### src/rtl/core/dwb_pkg.sv
// shared types and constants for the depth window back-projection block
// no dependencies; used by dwb_div and depth_window_backprojection
package dwb_pkg;

  // depth frame geometry (powers of two)
  localparam int DEPTH_COLS = 256;
  localparam int DEPTH_ROWS = 256;
  localparam int COL_LOG2   = $clog2(DEPTH_COLS);
  localparam int ROW_LOG2   = $clog2(DEPTH_ROWS);
  localparam int COL_W      = COL_LOG2;
  localparam int ROW_W      = ROW_LOG2;

  // depth store
  localparam int STORE_AW   = 16;
  localparam int FULL_AW    = (COL_W + ROW_W > STORE_AW) ? COL_W + ROW_W : STORE_AW;

  // datapath widths
  localparam int CNT_W      = 15;
  localparam int SUM_W      = CNT_W + 8;
  localparam int NUM_W      = 44;
  localparam int DEN_W      = 23;
  localparam int HALF_W     = 12 + COL_LOG2;
  localparam int POS_W      = 28;

  // stream widths
  localparam int IN_DATA_W  = 56;
  localparam int IN_USER_W  = 2;
  localparam int OUT_DATA_W = 232;

  // configuration register indexes
  localparam logic [2:0] CFG_FOCAL_X  = 3'd0;
  localparam logic [2:0] CFG_FOCAL_Y  = 3'd1;
  localparam logic [2:0] CFG_CENTER_X = 3'd2;
  localparam logic [2:0] CFG_CENTER_Y = 3'd3;
  localparam logic [2:0] CFG_MIN_D    = 3'd4;
  localparam logic [2:0] CFG_MAX_D    = 3'd5;
  localparam logic [2:0] CFG_COLOR_W  = 3'd6;
  localparam logic [2:0] CFG_COLOR_H  = 3'd7;

  // item kinds
  localparam logic KIND_STORE = 1'b0;
  localparam logic KIND_QUERY = 1'b1;

  // sequencer states
  typedef enum logic [2:0] {
    S_IDLE, S_PREP1, S_PREP2, S_DIV, S_WIN, S_WALK, S_DRAIN, S_FINISH
  } state_t;

  // division jobs in the order they run
  typedef enum logic [3:0] {
    JOB_CCOL, JOB_CROW, JOB_HW, JOB_HH, JOB_Z,
    JOB_PX, JOB_PY, JOB_LX, JOB_LY, JOB_HX, JOB_HY
  } job_t;

  typedef struct packed {
    logic             start;
    logic [NUM_W-1:0] num;
    logic [DEN_W-1:0] den;
  } div_req_t;

  typedef struct packed {
    logic             done;
    logic [NUM_W-1:0] quo;
  } div_rsp_t;

endpackage

### src/rtl/core/dwb_div.sv
// iterative radix-2 divider with round-half-up quotient
// depends on dwb_pkg
module dwb_div (
  input  logic              clk,
  input  logic              rst,
  input  dwb_pkg::div_req_t req,
  output dwb_pkg::div_rsp_t rsp
);

  localparam int CW = $clog2(dwb_pkg::NUM_W + 1);

  logic                      busy;
  logic                      done;
  logic [CW-1:0]             cnt;
  logic [dwb_pkg::NUM_W-1:0] nq;
  logic [dwb_pkg::DEN_W-1:0] rem;
  logic [dwb_pkg::DEN_W-1:0] den;
  logic [dwb_pkg::DEN_W:0]   shifted;
  logic [dwb_pkg::DEN_W:0]   diff;
  logic                      ge;

  // one quotient bit per cycle
  always_comb begin
    shifted = {rem, nq[dwb_pkg::NUM_W-1]};
    diff    = shifted - {1'b0, den};
    ge      = shifted >= {1'b0, den};
  end

  always_ff @(posedge clk) begin
    if (rst) begin
      busy <= 1'b0;
      done <= 1'b0;
      cnt  <= '0;
    end else begin
      done <= 1'b0;
      if (req.start) begin
        busy <= 1'b1;
        cnt  <= CW'(dwb_pkg::NUM_W);
      end else if (busy) begin
        cnt <= cnt - 1'b1;
        if (cnt == CW'(1)) begin
          busy <= 1'b0;
          done <= 1'b1;
        end
      end
    end
  end

  // operand registers; rounding bias added at load
  always_ff @(posedge clk) begin
    if (req.start) begin
      nq  <= req.num + dwb_pkg::NUM_W'(req.den >> 1);
      rem <= '0;
      den <= req.den;
    end else if (busy) begin
      rem <= ge ? diff[dwb_pkg::DEN_W-1:0] : shifted[dwb_pkg::DEN_W-1:0];
      nq  <= {nq[dwb_pkg::NUM_W-2:0], ge};
    end
  end

  assign rsp.done = done;
  assign rsp.quo  = nq;

endmodule

### config.mk
export PLATFORM = sky130hd
export DESIGN_NAME = dwb_div
export DESIGN_NICKNAME = d
export VERILOG_FILES = /design/src/rtl/core/dwb_pkg.sv /design/src/rtl/core/dwb_div.sv
export SDC_FILE = /design/constraint.sdc
export NUM_CORES = 1
export LEC_CHECK = 0
export BUFFER_PORTS_ARGS = -buffer_cell sky130_fd_sc_hd__buf_2
export CORE_MARGIN = 4
export CORE_UTILIZATION = 53
export CTS_BUF_LIST = sky130_fd_sc_hd__clkbuf_4 sky130_fd_sc_hd__clkbuf_8
export DETAILED_ROUTE_END_ITERATION = 16
export GPL_TIMING_DRIVEN = 0
export PLACE_DENSITY = 0.85
export REMOVE_ABC_BUFFERS = 1
export SYNTH_ARGS = -nofsm -noshare
export SYNTH_HDL_FRONTEND = slang
export SYNTH_SLANG_ARGS = --single-unit
### constraint.sdc
create_clock -name clk -period 2.9 [get_ports clk]
set_clock_uncertainty 0.2 [all_clocks]
set_input_delay 0.58 -clock clk [delete_from_list [all_inputs] [get_ports clk]]
set_output_delay 0.58 -clock clk [all_outputs]
set_load 0.02 [all_outputs]
==> results.env, run 1 <==
SYNTH_AREA_UM2=6870
POWER.IR.VDD_WORST_mV=0.347
CP_DATA_REQUIRED_TIME_PS=3000
NETLIST.TOP_CELL.BY_AREA='sky130_fd_sc_hd__edfxtp_1'
YOSYSUNIQUECELLTYPES=87
ASYNC_FLOP_SHARE_PCT=0
SETUP.WORST_PATH.CLASS='reg2reg'
GLOBAL_ROUTE.USAGE.TOTAL_PCT=25.0
INSTANCES_NO_FILL=1035
YS_SEQ_AREA_SHARE_PCT=38.3
CTS_BUFFER_DEPTH=2
POST-ROUTE-MIN-PERIOD_PS=3140
FLOW.AREA_GROWTH_FROM_SYNTHESIS_PCT=25.2
CTS_TREE='built'
TIMING.CRITICAL_PATH.ARRIVAL_PS=3240
FIN_TOTAL_PWR_W=0.00426
ROUTE.FINAL.WIRE_LENGTH_UM=21600
VIA_COUNT=6646
FINAL_ANTENNA_NET_COUNT=0
P_SWITCHING_W=0.00157
TOTAL_NUMBER_OF_PLACEMENT_ROWS=41
DIE-AREA_UM2=14900
YS_WARN_COUNT=0
INITIALDRTVIOLATIONCOUNT=634
MIN_PATH_TYPE='in2reg'
SYNTH-MAIN-FF-CELL='sky130_fd_sc_hd__edfxtp_1'
REPORT.FINAL.SETUP_VIOL=30
CTS.CLK_SLEW.WORST_PATHS_PS=100
POWER.STATIC_LEAKAGE_nW=3.43
CORE_UM2=12700
SEQ_POWER_SHARE_PCT=42.0
SWITCHING_SHARE_PCT=36.9
OUTCOME='complete, but fails checks'
FINALHOLDVIOLATIONS=0
RD_PLACE_CONGESTION=0.884
UNREPAIRED_SETUP_ENDPOINTS_AFTER_GLOBAL_ROUTING='yes'
PLACE.DETAILED.INSTANCES=983
WORST_SKEW_PAIR.LATE_LATENCY_PS=390
DIE_Y_UM=122
PROPORTION_OF_LAYOUT_CELLS_WITH_A_DRIVE_SUFFIX_ABOVE_1_PCT=33.3
POWER_DENSITY_nW_PER_UM2=494
CTS_INSERTED_BUFFERS=9
WL_PER_CELL_UM=20.9
CTS-ROOT-BUF='sky130_fd_sc_hd__clkbuf_8'
GRT_ANTENNA_BEFORE_REPAIR=4
CTS-HTREE-LEVELS=3
INTERNAL-POWER_W=0.00268
DRC=0
DETAILEDPLACEMENTHPWL_UM=12300
HOLDWS_PS=169
GRT_FIRST_PASS_WIRELENGTH_UM=29700
POSTSYNTHAREAPERCELL_UM2=9.48
SYNTH_AREA_LEADERS='sky130_fd_sc_hd__edfxtp_1, sky130_fd_sc_hd__dfxtp_1, sky130_fd_sc_hd__ha_1, sky130_fd_sc_hd__a21oi_1, sky130_fd_sc_hd__xnor2_1'
FINAL-MAX-SLEW-VIOLATION-COUNT=0
MAXIMUM_FANOUT_COUNT_ALONG_THE_CRITICAL_PATH=5
TIMING.FMAX_MHz=318
CTS_HOLD_BUFFERS=0
CP-END-KIND='register'
GRT_START_MAX_NET_PINS=61
NUMBER_OF_FLOPS_MAPPED_TO_ENABLE_CELLS_BY_YOSYS=67
IO_PINS=115
FINAL_MIN_PERIOD_OVER_CLOCK_PERIOD_PCT=108
PORT-BUFFER-COUNT=114
EFFECTIVE_UTILIZATION_AT_FLOORPLAN_PCT=54.3
DETAIL_ROUTE.FIRST_PASS.ITERATIONS=5
POSTLAYOUTSETUPSLACKWORST_PS=-244
FIRST_GLOBAL_VIAS=5987
POST-SYNTH-TOP-AREA-FRACTION_PCT=29.3
FAILING_CHECKS='setup timing'
GRT_OVERFLOW_TOTAL=0
NUM-NETS-FINAL=972
NUMCLOCKSINKS=98
CLOCK_POWER_SHARE_PCT=19.3
TIMING_WORST_SLEW_PIN_VALUE_PS=1050
NETLIST_INSTANCES=725
CAP_VIOL_MAX_COUNT=0
FLOORPLAN.DIE.WIDTH_UM=122
MAX_SLEW_MARGIN_PCT=30.0
POWER.SHARE.COMBINATIONAL_PCT=38.6
ROUTE.DETAILED.VIAS_PER_INST=6.42
POSTSYNTHREGISTERBITS=98
SETUP.WORST_PATH.START_CLASS='register'
-- worst max-delay path: stages (launching register included) --
cell	delay, ps
sky130_fd_sc_hd__edfxtp_1	480
sky130_fd_sc_hd__inv_2	110
sky130_fd_sc_hd__ha_4	130
sky130_fd_sc_hd__fa_2	200
sky130_fd_sc_hd__nand2b_4	140
sky130_fd_sc_hd__a211oi_4	60
sky130_fd_sc_hd__nor3_2	270
sky130_fd_sc_hd__o211ai_1	240
sky130_fd_sc_hd__buf_4	210
sky130_fd_sc_hd__a311oi_4	390
sky130_fd_sc_hd__buf_4	220
sky130_fd_sc_hd__nand2_2	90
sky130_fd_sc_hd__a311oi_2	310
-- power groups by stage --
stage / clock network, W / registers [W] / logic, W
finish: 0.000822 / 0.00179 / 0.00164
global route: 0.000886 / 0.00181 / 0.00175
CTS: 0.000816 / 0.00178 / 0.00141
detailed placement: 0 / 0.00181 / 0.00124
global placement: 0 / 0.00180 / 0.00120
floorplan: 0 / 0.00189 / 0.000771
-- through the flow --
stage | TNS (ps) | worst slack (ps) | instance area [um2] | utilization (%)
final | -3280 | -244 | 8610 | 67.9
after global routing | -5180 | -286 | 8610 | 67.9
after CTS | -274 | -79.1 | 8160 | 64.4
after detailed placement | -29550 | -712 | 7540 | 59.5
after global placement | -136230 | -1890 | 7470 | 59.0
after floorplan | -13450 | -812 | 6690 | -
-- sequential cells by signal, summed over array words and instances, names as in the netlist --
register,cells
rem,23
done,1
nq,44
den,23
cnt,6
busy,1
-- per-layer routing --
| metal | GRT usage [%] | up-vias | wire length [um] |
|---|---|---|---|
| met1 | 30.4 | 3113 | 7860 |
| met5 | 0 | - | 0 |
| met2 | 42.8 | 468 | 10500 |
| li1 | - | 2938 | - |
| met3 | 5.39 | 127 | 1960 |
| met4 | 11.0 | 0 | 1300 |
-- cells by family (layout without fill, tap and decap cells) --
family / after synthesis / after routing / share of synthesized area (%)
compound gates: 204 / 205 / 21.6
xor+xnor: 55 / 55 / 7.01
fa+ha+maj: 49 / 49 / 9.14
buf+inv: 75 / 207 / 5.13
flops: 98 / 98 / 38.3
mux: 17 / 17 / 2.73
other cells: 0 / 5 / 0
simple gates: 227 / 227 / 16.1
-- area by class of cell --
cell class | count | area, um2
clock inverter | 5 | 21.3
tap | 172 | 215
fill | 908 | 4060
inverter | 44 | 165
antenna | 5 | 12.5
sequential | 98 | 2630
timing repair buffer | 147 | 938
clock buffer | 11 | 139
multi-input combinational | 553 | 4480
-- placed cells by master (no fill, tap or decap), drive strengths merged, types with 21 or more instances in the layout --
| cell | count |
|---|---|
| xnor2 | 34 |
| nand2 | 71 |
| ha | 47 |
| o21ai | 35 |
| nor2 | 68 |
| xor2 | 21 |
| inv | 43 |
| dfxtp | 31 |
| buf | 146 |
| edfxtp | 67 |
| a21oi | 61 |
-- Yosys cell counts (5+ instances only) --
library cell / count
sky130_fd_sc_hd__inv_1: 43
sky130_fd_sc_hd__nand4_1: 6
sky130_fd_sc_hd__nand2b_1: 9
sky130_fd_sc_hd__mux2_2: 14
sky130_fd_sc_hd__o22ai_1: 5
sky130_fd_sc_hd__a21o_1: 14
sky130_fd_sc_hd__o21ai_1: 6
sky130_fd_sc_hd__nor2_1: 68
sky130_fd_sc_hd__a211oi_1: 14
sky130_fd_sc_hd__o31ai_1: 6
sky130_fd_sc_hd__ha_1: 47
sky130_fd_sc_hd__o21ai_0: 26
sky130_fd_sc_hd__nand3_1: 14
sky130_fd_sc_hd__o21a_1: 6
sky130_fd_sc_hd__a311oi_1: 12
sky130_fd_sc_hd__a21oi_1: 60
sky130_fd_sc_hd__nand2_1: 71
sky130_fd_sc_hd__o211ai_1: 5
sky130_fd_sc_hd__buf_2: 5
sky130_fd_sc_hd__nor3_1: 13
sky130_fd_sc_hd__xnor2_1: 34
sky130_fd_sc_hd__and3_1: 7
sky130_fd_sc_hd__edfxtp_1: 67
sky130_fd_sc_hd__clkbuf_1: 14
sky130_fd_sc_hd__xor2_1: 21
sky130_fd_sc_hd__and2_1: 5
sky130_fd_sc_hd__dfxtp_1: 31
-- path summary, 6_finish.rpt --
kind / cells past startpoint / startpoint / slack (ps) / to
setup / recovery: 12 / nq[43]$_DFFE_PP_ / -240 / rem[14]$_SDFFE_PP0P_
hold / removal: 1 / req[0] / 170 / den[0]$_DFFE_PP_
setup reg to reg: 12 / nq[43]$_DFFE_PP_ / -240 / rem[14]$_SDFFE_PP0P_
hold reg to reg: 2 / rem[19]$_SDFFE_PP0P_ / 310 / rem[20]$_SDFFE_PP0P_
-- timing repair --
| item | in CTS | in global routing |
|---|---|---|
| pin swaps | 22 | 44 |
| setup buffers | 18 | 11 |
| cloned | 3 | 0 |
| resized for setup | 45 | 88 |
| endpoints found under the hold margin | 0 | 0 |
| setup endpoints to repair | 50 | 52 |
Note: power is estimated with default switching activity, not from simulation.
==> run 2: changes to the inputs <==
==> constraint.sdc (replaced) <==
create_clock -name clk -period 2.62 [get_ports clk]
set_clock_uncertainty 0.2 [all_clocks]
set_input_delay 0.524 -clock clk [delete_from_list [all_inputs] [get_ports clk]]
set_output_delay 0.524 -clock clk [all_outputs]
set_load 0.02 [all_outputs]
==> run 2 against run 1 <==
  * The run still ends with setup timing left
  * Utilization grew 7.1 points
  * Global-route usage grew 3.7 points
  * Via count grew 13%
  * Power grew 21%
  * Setup slack lost 400 ps
  * First-iteration DRC count grew 59%
  * Clock power grew 14%
  * Worst hold slack lost 64 ps
  * Critical path type unchanged
==> results.env, run 2 (same netlist as run 1, synthesis figures left out) <==
GLOBAL_ROUTE.USAGE.TOTAL_PCT=28.8
CTS-ROOT-BUF='sky130_fd_sc_hd__clkbuf_8'
POWER.IR.VDD_WORST_mV=0.441
POWER.STATIC_LEAKAGE_nW=3.75
CP-END-KIND='register'
GRT_ANTENNA_BEFORE_REPAIR=5
TIMING_WORST_SLEW_PIN_VALUE_PS=1030
SETUP.WORST_PATH.START_CLASS='register'
PLACE.DETAILED.INSTANCES=983
CP_DATA_REQUIRED_TIME_PS=2700
WORSTPATHCELLLIST='inv_2 -> ha_4 -> fa_2 -> nand2b_4 -> a211oi_4 -> nor3_4 -> o211ai_1 -> buf_4 -> a311oi_4 -> a41oi_1 -> o31ai_1'
NUMCLOCKSINKS=98
POWER_DENSITY_nW_PER_UM2=542
CTS.CLK_SLEW.WORST_PATHS_PS=100
FINAL_MIN_PERIOD_OVER_CLOCK_PERIOD_PCT=125
FIRST_GLOBAL_VIAS=6364
WORST_PATH_DOMINANT_CELL_FAMILY='compound AO/OA/AOI/OAI gates'
FINALSETUPTNS_PS=-19690
SLOWEST_STAGE='sky130_fd_sc_hd__edfxtp_1'
FILLERS=717
FAILING_CHECKS='setup timing'
TOTAL_NUMBER_OF_PLACEMENT_ROWS=41
VIA_COUNT=7482
WL_PER_CELL_UM=26.6
DIE-AREA_UM2=14900
PROPORTION_OF_LAYOUT_CELLS_WITH_A_DRIVE_SUFFIX_ABOVE_1_PCT=41.0
WORST_SKEW_PAIR.LATE_LATENCY_PS=400
CTS_INSERTED_BUFFERS=9
TIMING.FMAX_MHz=306
FINAL_COMMON_CELL='sky130_fd_sc_hd__buf_2'
CTS_TREE='built'
NUM-NETS-FINAL=1014
IO_PINS=115
OUTCOME='complete, but fails checks'
FINAL_CELL_MIX='sky130_fd_sc_hd__buf_2, sky130_fd_sc_hd__edfxtp_1, sky130_fd_sc_hd__nor2_1, sky130_fd_sc_hd__a21oi_1, sky130_fd_sc_hd__buf_4'
ROUTE.FINAL.WIRE_LENGTH_UM=28600
INSTANCES_NO_FILL=1077
FINALHOLDVIOLATIONS=0
GRT_OVERFLOW_TOTAL=0
SUM_OF_BUFFERS_AND_INVERTERS_ON_THE_CRITICAL_PATH=2
DRC=0
MAX_SLEW_MARGIN_PCT=31.3
POWER.SHARE.COMBINATIONAL_PCT=42.9
GRT_FIRST_PASS_WIRELENGTH_UM=33600
REPORT.FINAL.SETUP_VIOL=57
CLOCK_POWER_SHARE_PCT=18.1
CORE_UM2=12700
DETAILEDPLACEMENTHPWL_UM=12300
ROUTE.DETAILED.VIAS_PER_INST=6.95
RD_PLACE_CONGESTION=0.884
SETUP.WORST_PATH.CLASS='reg2reg'
UNREPAIRED_SETUP_ENDPOINTS_AFTER_GLOBAL_ROUTING='yes'
P_SWITCHING_W=0.00200
MIN_PATH_TYPE='in2reg'
POST-PLACE-WS_PS=-936
INTERNAL-POWER_W=0.00315
CAP_VIOL_MAX_COUNT=0
FLOW.AREA_GROWTH_FROM_SYNTHESIS_PCT=38.3
MAXIMUM_FANOUT_COUNT_ALONG_THE_CRITICAL_PATH=5
MAX_FLOP_REGISTER='nq'
TIMING.CRITICAL_PATH.ARRIVAL_PS=3350
EFFECTIVE_UTILIZATION_AT_FLOORPLAN_PCT=54.3
CPPEAKSTAGEDELAY_PS=560
INITIALDRTVIOLATIONCOUNT=1011
POST-ROUTE-MIN-PERIOD_PS=3270
POSTLAYOUTSETUPSLACKWORST_PS=-647
FINAL_ANTENNA_NET_COUNT=0
FINAL-MAX-SLEW-VIOLATION-COUNT=0
GRT_START_MAX_NET_PINS=61
FLOORPLAN.DIE.WIDTH_UM=122
SEQ_POWER_SHARE_PCT=38.9
DETAIL_ROUTE.FIRST_PASS.ITERATIONS=7
CTS_HOLD_BUFFERS=0
DIE_Y_UM=122
BIGGEST_REGISTERS_AFTER_LAYOUT='nq x44, den x23, rem x23'
LARGEST_REG_FLOPS=44
CTS-HTREE-LEVELS=3
PORT-BUFFER-COUNT=114
SWITCHING_SHARE_PCT=38.8
CTS_BUFFER_DEPTH=2
HOLDWS_PS=105
run 2: cell count changes in the layout (fill, tap and decap cells not counted), moves of 7 or more:
| cell | before | now |
|---|---|---|
| sky130_fd_sc_hd__buf_4 | 21 | 50 |
| sky130_fd_sc_hd__ha_4 | 9 | 23 |
| sky130_fd_sc_hd__buf_6 | 10 | 21 |
| sky130_fd_sc_hd__ha_1 | 33 | 22 |
| sky130_fd_sc_hd__buf_2 | 111 | 103 |
| sky130_fd_sc_hd__nand2_1 | 55 | 48 |
| sky130_fd_sc_hd__o21ai_0 | 19 | 12 |
run 2: power by group through the flow:
stage | Clock, W | Sequential (W) | Combinational (W)
final | 0.000934 | 0.00200 | 0.00221
after CTS | 0.000903 | 0.00197 | 0.00168
after global routing | 0.000987 | 0.00201 | 0.00230
after global placement | 0 | 0.00200 | 0.00133
after floorplan | 0 | 0.00210 | 0.000854
after detailed placement | 0 | 0.00200 | 0.00137
run 2: path summary, 6_finish.rpt:
kind	start	end	slack (ps)	cells past startpoint
worst min register to register	rem[17]$_SDFFE_PP0P_	rem[18]$_SDFFE_PP0P_	320	2
worst max register to register	nq[43]$_DFFE_PP_	rem[15]$_SDFFE_PP0P_	-650	11
worst min-delay path	req[7]	den[7]$_DFFE_PP_	100	1
worst max-delay path	nq[43]$_DFFE_PP_	rem[15]$_SDFFE_PP0P_	-650	11
run 2: final cells by class:
cell class | instances | area, um2 | share of cell area (%)
Multi-Input combinational cell | 553 | 4940 | 51.9
Sequential cell | 98 | 2630 | 27.7
Timing Repair Buffer | 189 | 1380 | 14.5
Tap cell | 172 | 215 | 2.26
Inverter | 44 | 169 | 1.78
Clock buffer | 11 | 139 | 1.46
Clock inverter | 5 | 21.3 | 0.224
Antenna cell | 5 | 12.5 | 0.132
run 2: repair_timing:
| item | CTS | global route |
|---|---|---|
| gates cloned | 2 | 0 |
| pin swaps | 89 | 74 |
| resized for setup | 134 | 111 |
| endpoints found under the setup margin | 56 | 56 |
| buffers inserted | 40 | 33 |
run 2: routing by layer:
layer	GRT usage [%]	up-vias	share of wire, %
met4	16.2	2	9.2
met5	0	-	0.12
met1	34.8	3444	33
met3	5.94	227	12
met2	47.8	787	45
li1	-	3022	-
run 2: per-stage QoR:
step	power (W)	cell area [um2]	util [%]
global placement	0.00332	7470	59.0
finish	0.00515	9510	75.0
CTS	0.00456	8710	68.7
global route	0.00530	9510	75.0
detailed placement	0.00337	7540	59.5
floorplan	0.00295	6690	-
==> run 3: changes to the inputs <==
--- a/config.mk
+++ b/config.mk
@@ -5,13 +5,14 @@
 export SDC_FILE = /design/constraint.sdc
 export NUM_CORES = 1
 export LEC_CHECK = 0
-export BUFFER_PORTS_ARGS = -buffer_cell sky130_fd_sc_hd__buf_2
 export CORE_MARGIN = 4
-export CORE_UTILIZATION = 53
+export CORE_UTILIZATION = 30
 export CTS_BUF_LIST = sky130_fd_sc_hd__clkbuf_4 sky130_fd_sc_hd__clkbuf_8
 export DETAILED_ROUTE_END_ITERATION = 16
+export DONT_BUFFER_PORTS = 1
+export GPL_ROUTABILITY_DRIVEN = 0
 export GPL_TIMING_DRIVEN = 0
-export PLACE_DENSITY = 0.85
+export PLACE_DENSITY = 0.51
 export REMOVE_ABC_BUFFERS = 1
 export SYNTH_ARGS = -nofsm -noshare
 export SYNTH_HDL_FRONTEND = slang
==> run 3 against run 2 <==
  * Die area is 71% higher
  * First-iteration DRC count fell by 75%
  * Sequential share of layout area grew 3.9 points
  * Setup slack better by 88 ps
  * Critical path type unchanged
  * Worst hold slack worse by 74 ps
  * Cell area shrank 12%
  * Clock power up 20%
  * The run still ends with setup timing left
  * Largest power group is now registers
==> results.env, run 3 (same netlist as run 1, synthesis figures left out) <==
FINALHOLDVIOLATIONS=0
REG2REG_FROM='nq[43]$_DFFE_PP_'
POWER.IR.VDD_WORST_mV=0.215
WORST_PATH_DOMINANT_CELL_FAMILY='compound AO/OA/AOI/OAI gates'
ROUTE.FINAL.WIRE_LENGTH_UM=19500
SWITCHING_SHARE_PCT=34.2
PORT-BUFFER-COUNT=0
INITIALDRTVIOLATIONCOUNT=257
VIA_COUNT=5458
FINALSETUPTNS_PS=-11320
IO_PINS=115
PROPORTION_OF_LAYOUT_CELLS_WITH_A_DRIVE_SUFFIX_ABOVE_1_PCT=23.6
FINAL_ANTENNA_NET_COUNT=0
CTS-ROOT-BUF='sky130_fd_sc_hd__clkbuf_8'
MAX_SLEW_MARGIN_PCT=31.8
CTS_BUFFER_DEPTH=2
INTERNAL-POWER_W=0.00308
POSTLAYOUTSETUPSLACKWORST_PS=-559
UNREPAIRED_SETUP_ENDPOINTS_AFTER_GLOBAL_ROUTING='yes'
FINAL_CELL_MIX='sky130_fd_sc_hd__nor2_1, sky130_fd_sc_hd__edfxtp_1, sky130_fd_sc_hd__a21oi_1, sky130_fd_sc_hd__nand2_1, sky130_fd_sc_hd__inv_1'
CLOCK_POWER_SHARE_PCT=24.0
GRT_FIRST_PASS_WIRELENGTH_UM=30600
TIMING.FMAX_MHz=315
GLOBAL_ROUTE.USAGE.TOTAL_PCT=15.0
CAP_VIOL_MAX_COUNT=0
CTS_TREE='built'
N_ANTENNA_CELL=0
CORE_UM2=22600
DIE_Y_UM=159
BIGGEST_REGISTERS_AFTER_LAYOUT='nq x44, den x23, rem x23'
REPORT.FINAL.SETUP_VIOL=24
TIMING.RR.END='rem[19]$_SDFFE_PP0P_'
POWER.STATIC_LEAKAGE_nW=3.04
MIN_TO='den[21]$_DFFE_PP_'
MAXIMUM_FANOUT_COUNT_ALONG_THE_CRITICAL_PATH=8
NUM-NETS-FINAL=865
LARGEST_REG_FLOPS=44
DETAIL_ROUTE.FIRST_PASS.ITERATIONS=4
POWER_DENSITY_nW_PER_UM2=561
CTS-HTREE-LEVELS=3
DPL-INSTANCE-AREA_UM2=7080
OUTCOME='complete, but fails checks'
MIN_PATH_TYPE='in2reg'
SEQ_POWER_SHARE_PCT=45.3
CPPEAKSTAGEDELAY_PS=600
POST-ROUTE-CELL-AREA_UM2=8330
TIMING_WORST_SLEW_PIN_VALUE_PS=1020
HOLDCRITSTARTPOINT='req[21]'
CTS_INSERTED_BUFFERS=9
SETUP.WORST_PATH.CLASS='reg2reg'
RRSETUPSLACK_PS=-560
DRC=0
FIN_TOTAL_PWR_W=0.00468
WL_PER_CELL_UM=18.9
FLOW.AREA_GROWTH_FROM_SYNTHESIS_PCT=21.2
NUMCLOCKSINKS=98
WORSTPATHCELLLIST='inv_2 -> ha_4 -> fa_2 -> nand2b_4 -> a211oi_4 -> nor3_4 -> o211ai_1 -> buf_4 -> a311o_2 -> buf_12 -> nor3_2 -> a311o_1'
DIE-AREA_UM2=25400
SUM_OF_BUFFERS_AND_INVERTERS_ON_THE_CRITICAL_PATH=3
POWER.SHARE.COMBINATIONAL_PCT=30.7
POST-ROUTE-MIN-PERIOD_PS=3180
TOTAL_NUMBER_OF_PLACEMENT_ROWS=55
LAYOUT.CORE_UTILIZATION_PCT=36.9
TIMING.CRITICAL_PATH.ARRIVAL_PS=3250
DETAILEDPLACEMENTHPWL_UM=13500
ROUTE.DETAILED.VIAS_PER_INST=5.27
HOLDWS_PS=30.4
SETUP.WORST_PATH.START_CLASS='register'
FLOORPLAN.DIE.WIDTH_UM=159
R2R_CELLS=12
MAX_FLOP_REGISTER='nq'
GRT_START_MAX_NET_PINS=115
CP_DATA_REQUIRED_TIME_PS=2700
FINAL_MIN_PERIOD_OVER_CLOCK_PERIOD_PCT=121
GRT_ANTENNA_BEFORE_REPAIR=0
CP-END-KIND='register'
P_SWITCHING_W=0.00160
CTS.CLK_SLEW.WORST_PATHS_PS=100
EFFECTIVE_UTILIZATION_AT_FLOORPLAN_PCT=30.5
FINAL-MAX-SLEW-VIOLATION-COUNT=0
FAILING_CHECKS='setup timing'
FIRST_GLOBAL_VIAS=5436
WORST_SKEW_PAIR.LATE_LATENCY_PS=380
FILLERS=2270
GRT_OVERFLOW_TOTAL=0
HOLD-PATH-CELL-COUNT=0
SLOWEST_STAGE='sky130_fd_sc_hd__edfxtp_1'
-- run 3: cell types whose count changed in the layout (fill, tap and decap cells not counted), sizes merged --
| cell | previous run | this run |
|---|---|---|
| buf | 187 | 37 |
| diode | 5 | 0 |
| clkbuf | 13 | 10 |
| bufinv | 0 | 2 |
| dlygate4sd3 | 0 | 2 |
-- run 3: cell type report --
| class | instances | area, um2 | share of cell area (%) |
|---|---|---|---|
| Multi-Input combinational cell | 553 | 4550 | 54.6 |
| Sequential cell | 98 | 2630 | 31.6 |
| Timing Repair Buffer | 40 | 407 | 4.88 |
| Tap cell | 285 | 357 | 4.28 |
| Inverter | 44 | 165 | 1.98 |
| Clock buffer | 9 | 124 | 1.49 |
| Clock inverter | 7 | 93.8 | 1.13 |
-- run 3: how the worst max path moves through the flow --
stage | startpoint | to | cells after the start
floorplan | req[7] | nq[23]$_DFFE_PP_ | 9
CTS | nq[43]$_DFFE_PP_ | rem[12]$_SDFFE_PP0P_ | 13
global route | nq[43]$_DFFE_PP_ | rem[22]$_SDFFE_PP0P_ | 12
finish | nq[43]$_DFFE_PP_ | rem[19]$_SDFFE_PP0P_ | 12
global placement | req[7] | nq[43]$_DFFE_PP_ | 9
detailed placement | nq[43]$_DFFE_PP_ | rem[8]$_SDFFE_PP0P_ | 10
-- run 3: timing repair --
action / in CTS / in global routing
hold endpoints to repair: 9 / 0
setup buffers: 29 / 5
hold buffers: 2 / 0
gates cloned: 2 / 2
setup endpoints to repair: 55 / 51
pin swaps: 52 / 38
gates resized for setup: 81 / 57
-- run 3: stage by stage --
stage | worst slack, ps | cells
after floorplan | -1040 | 694
after global placement | -1900 | 979
after detailed placement | -1320 | 981
after CTS | -579 | 1030
after global routing | -720 | 1036
final | -559 | 1036
-- run 3: layer usage --
metal  routed length [um]  vias to the layer above  global-route usage, %  share of wire (%)
li1                     -                     2718                      -                  -
met1                 8180                     2600                   18.0                 42
met2                 9760                      114                   26.1                 50
met3                 1120                       26                   4.30                5.7
met4                  471                        0                   4.77                2.4
met5                    0                        -                      0                  0
-- run 3: worst register-to-register path: cells and delay by family (launching register included) --
| kind | cells | cell delay, ps |
|---|---|---|
| flip-flops | 1 | 600 |
| AND/OR/NAND/NOR | 3 | 280 |
| adder cells (fa/ha/maj) | 2 | 510 |
| AO/OA/AOI/OAI | 4 | 1050 |
| buffers and inverters | 3 | 410 |
-- run 3: power groups by stage --
stage               Combinational [W]  Clock, W  Sequential (W)
floorplan                    0.000854         0         0.00210
detailed placement            0.00106         0         0.00216
global placement              0.00105         0         0.00216
CTS                           0.00134   0.00117         0.00212
global route                  0.00158   0.00122         0.00215
finish                        0.00143   0.00112         0.00212
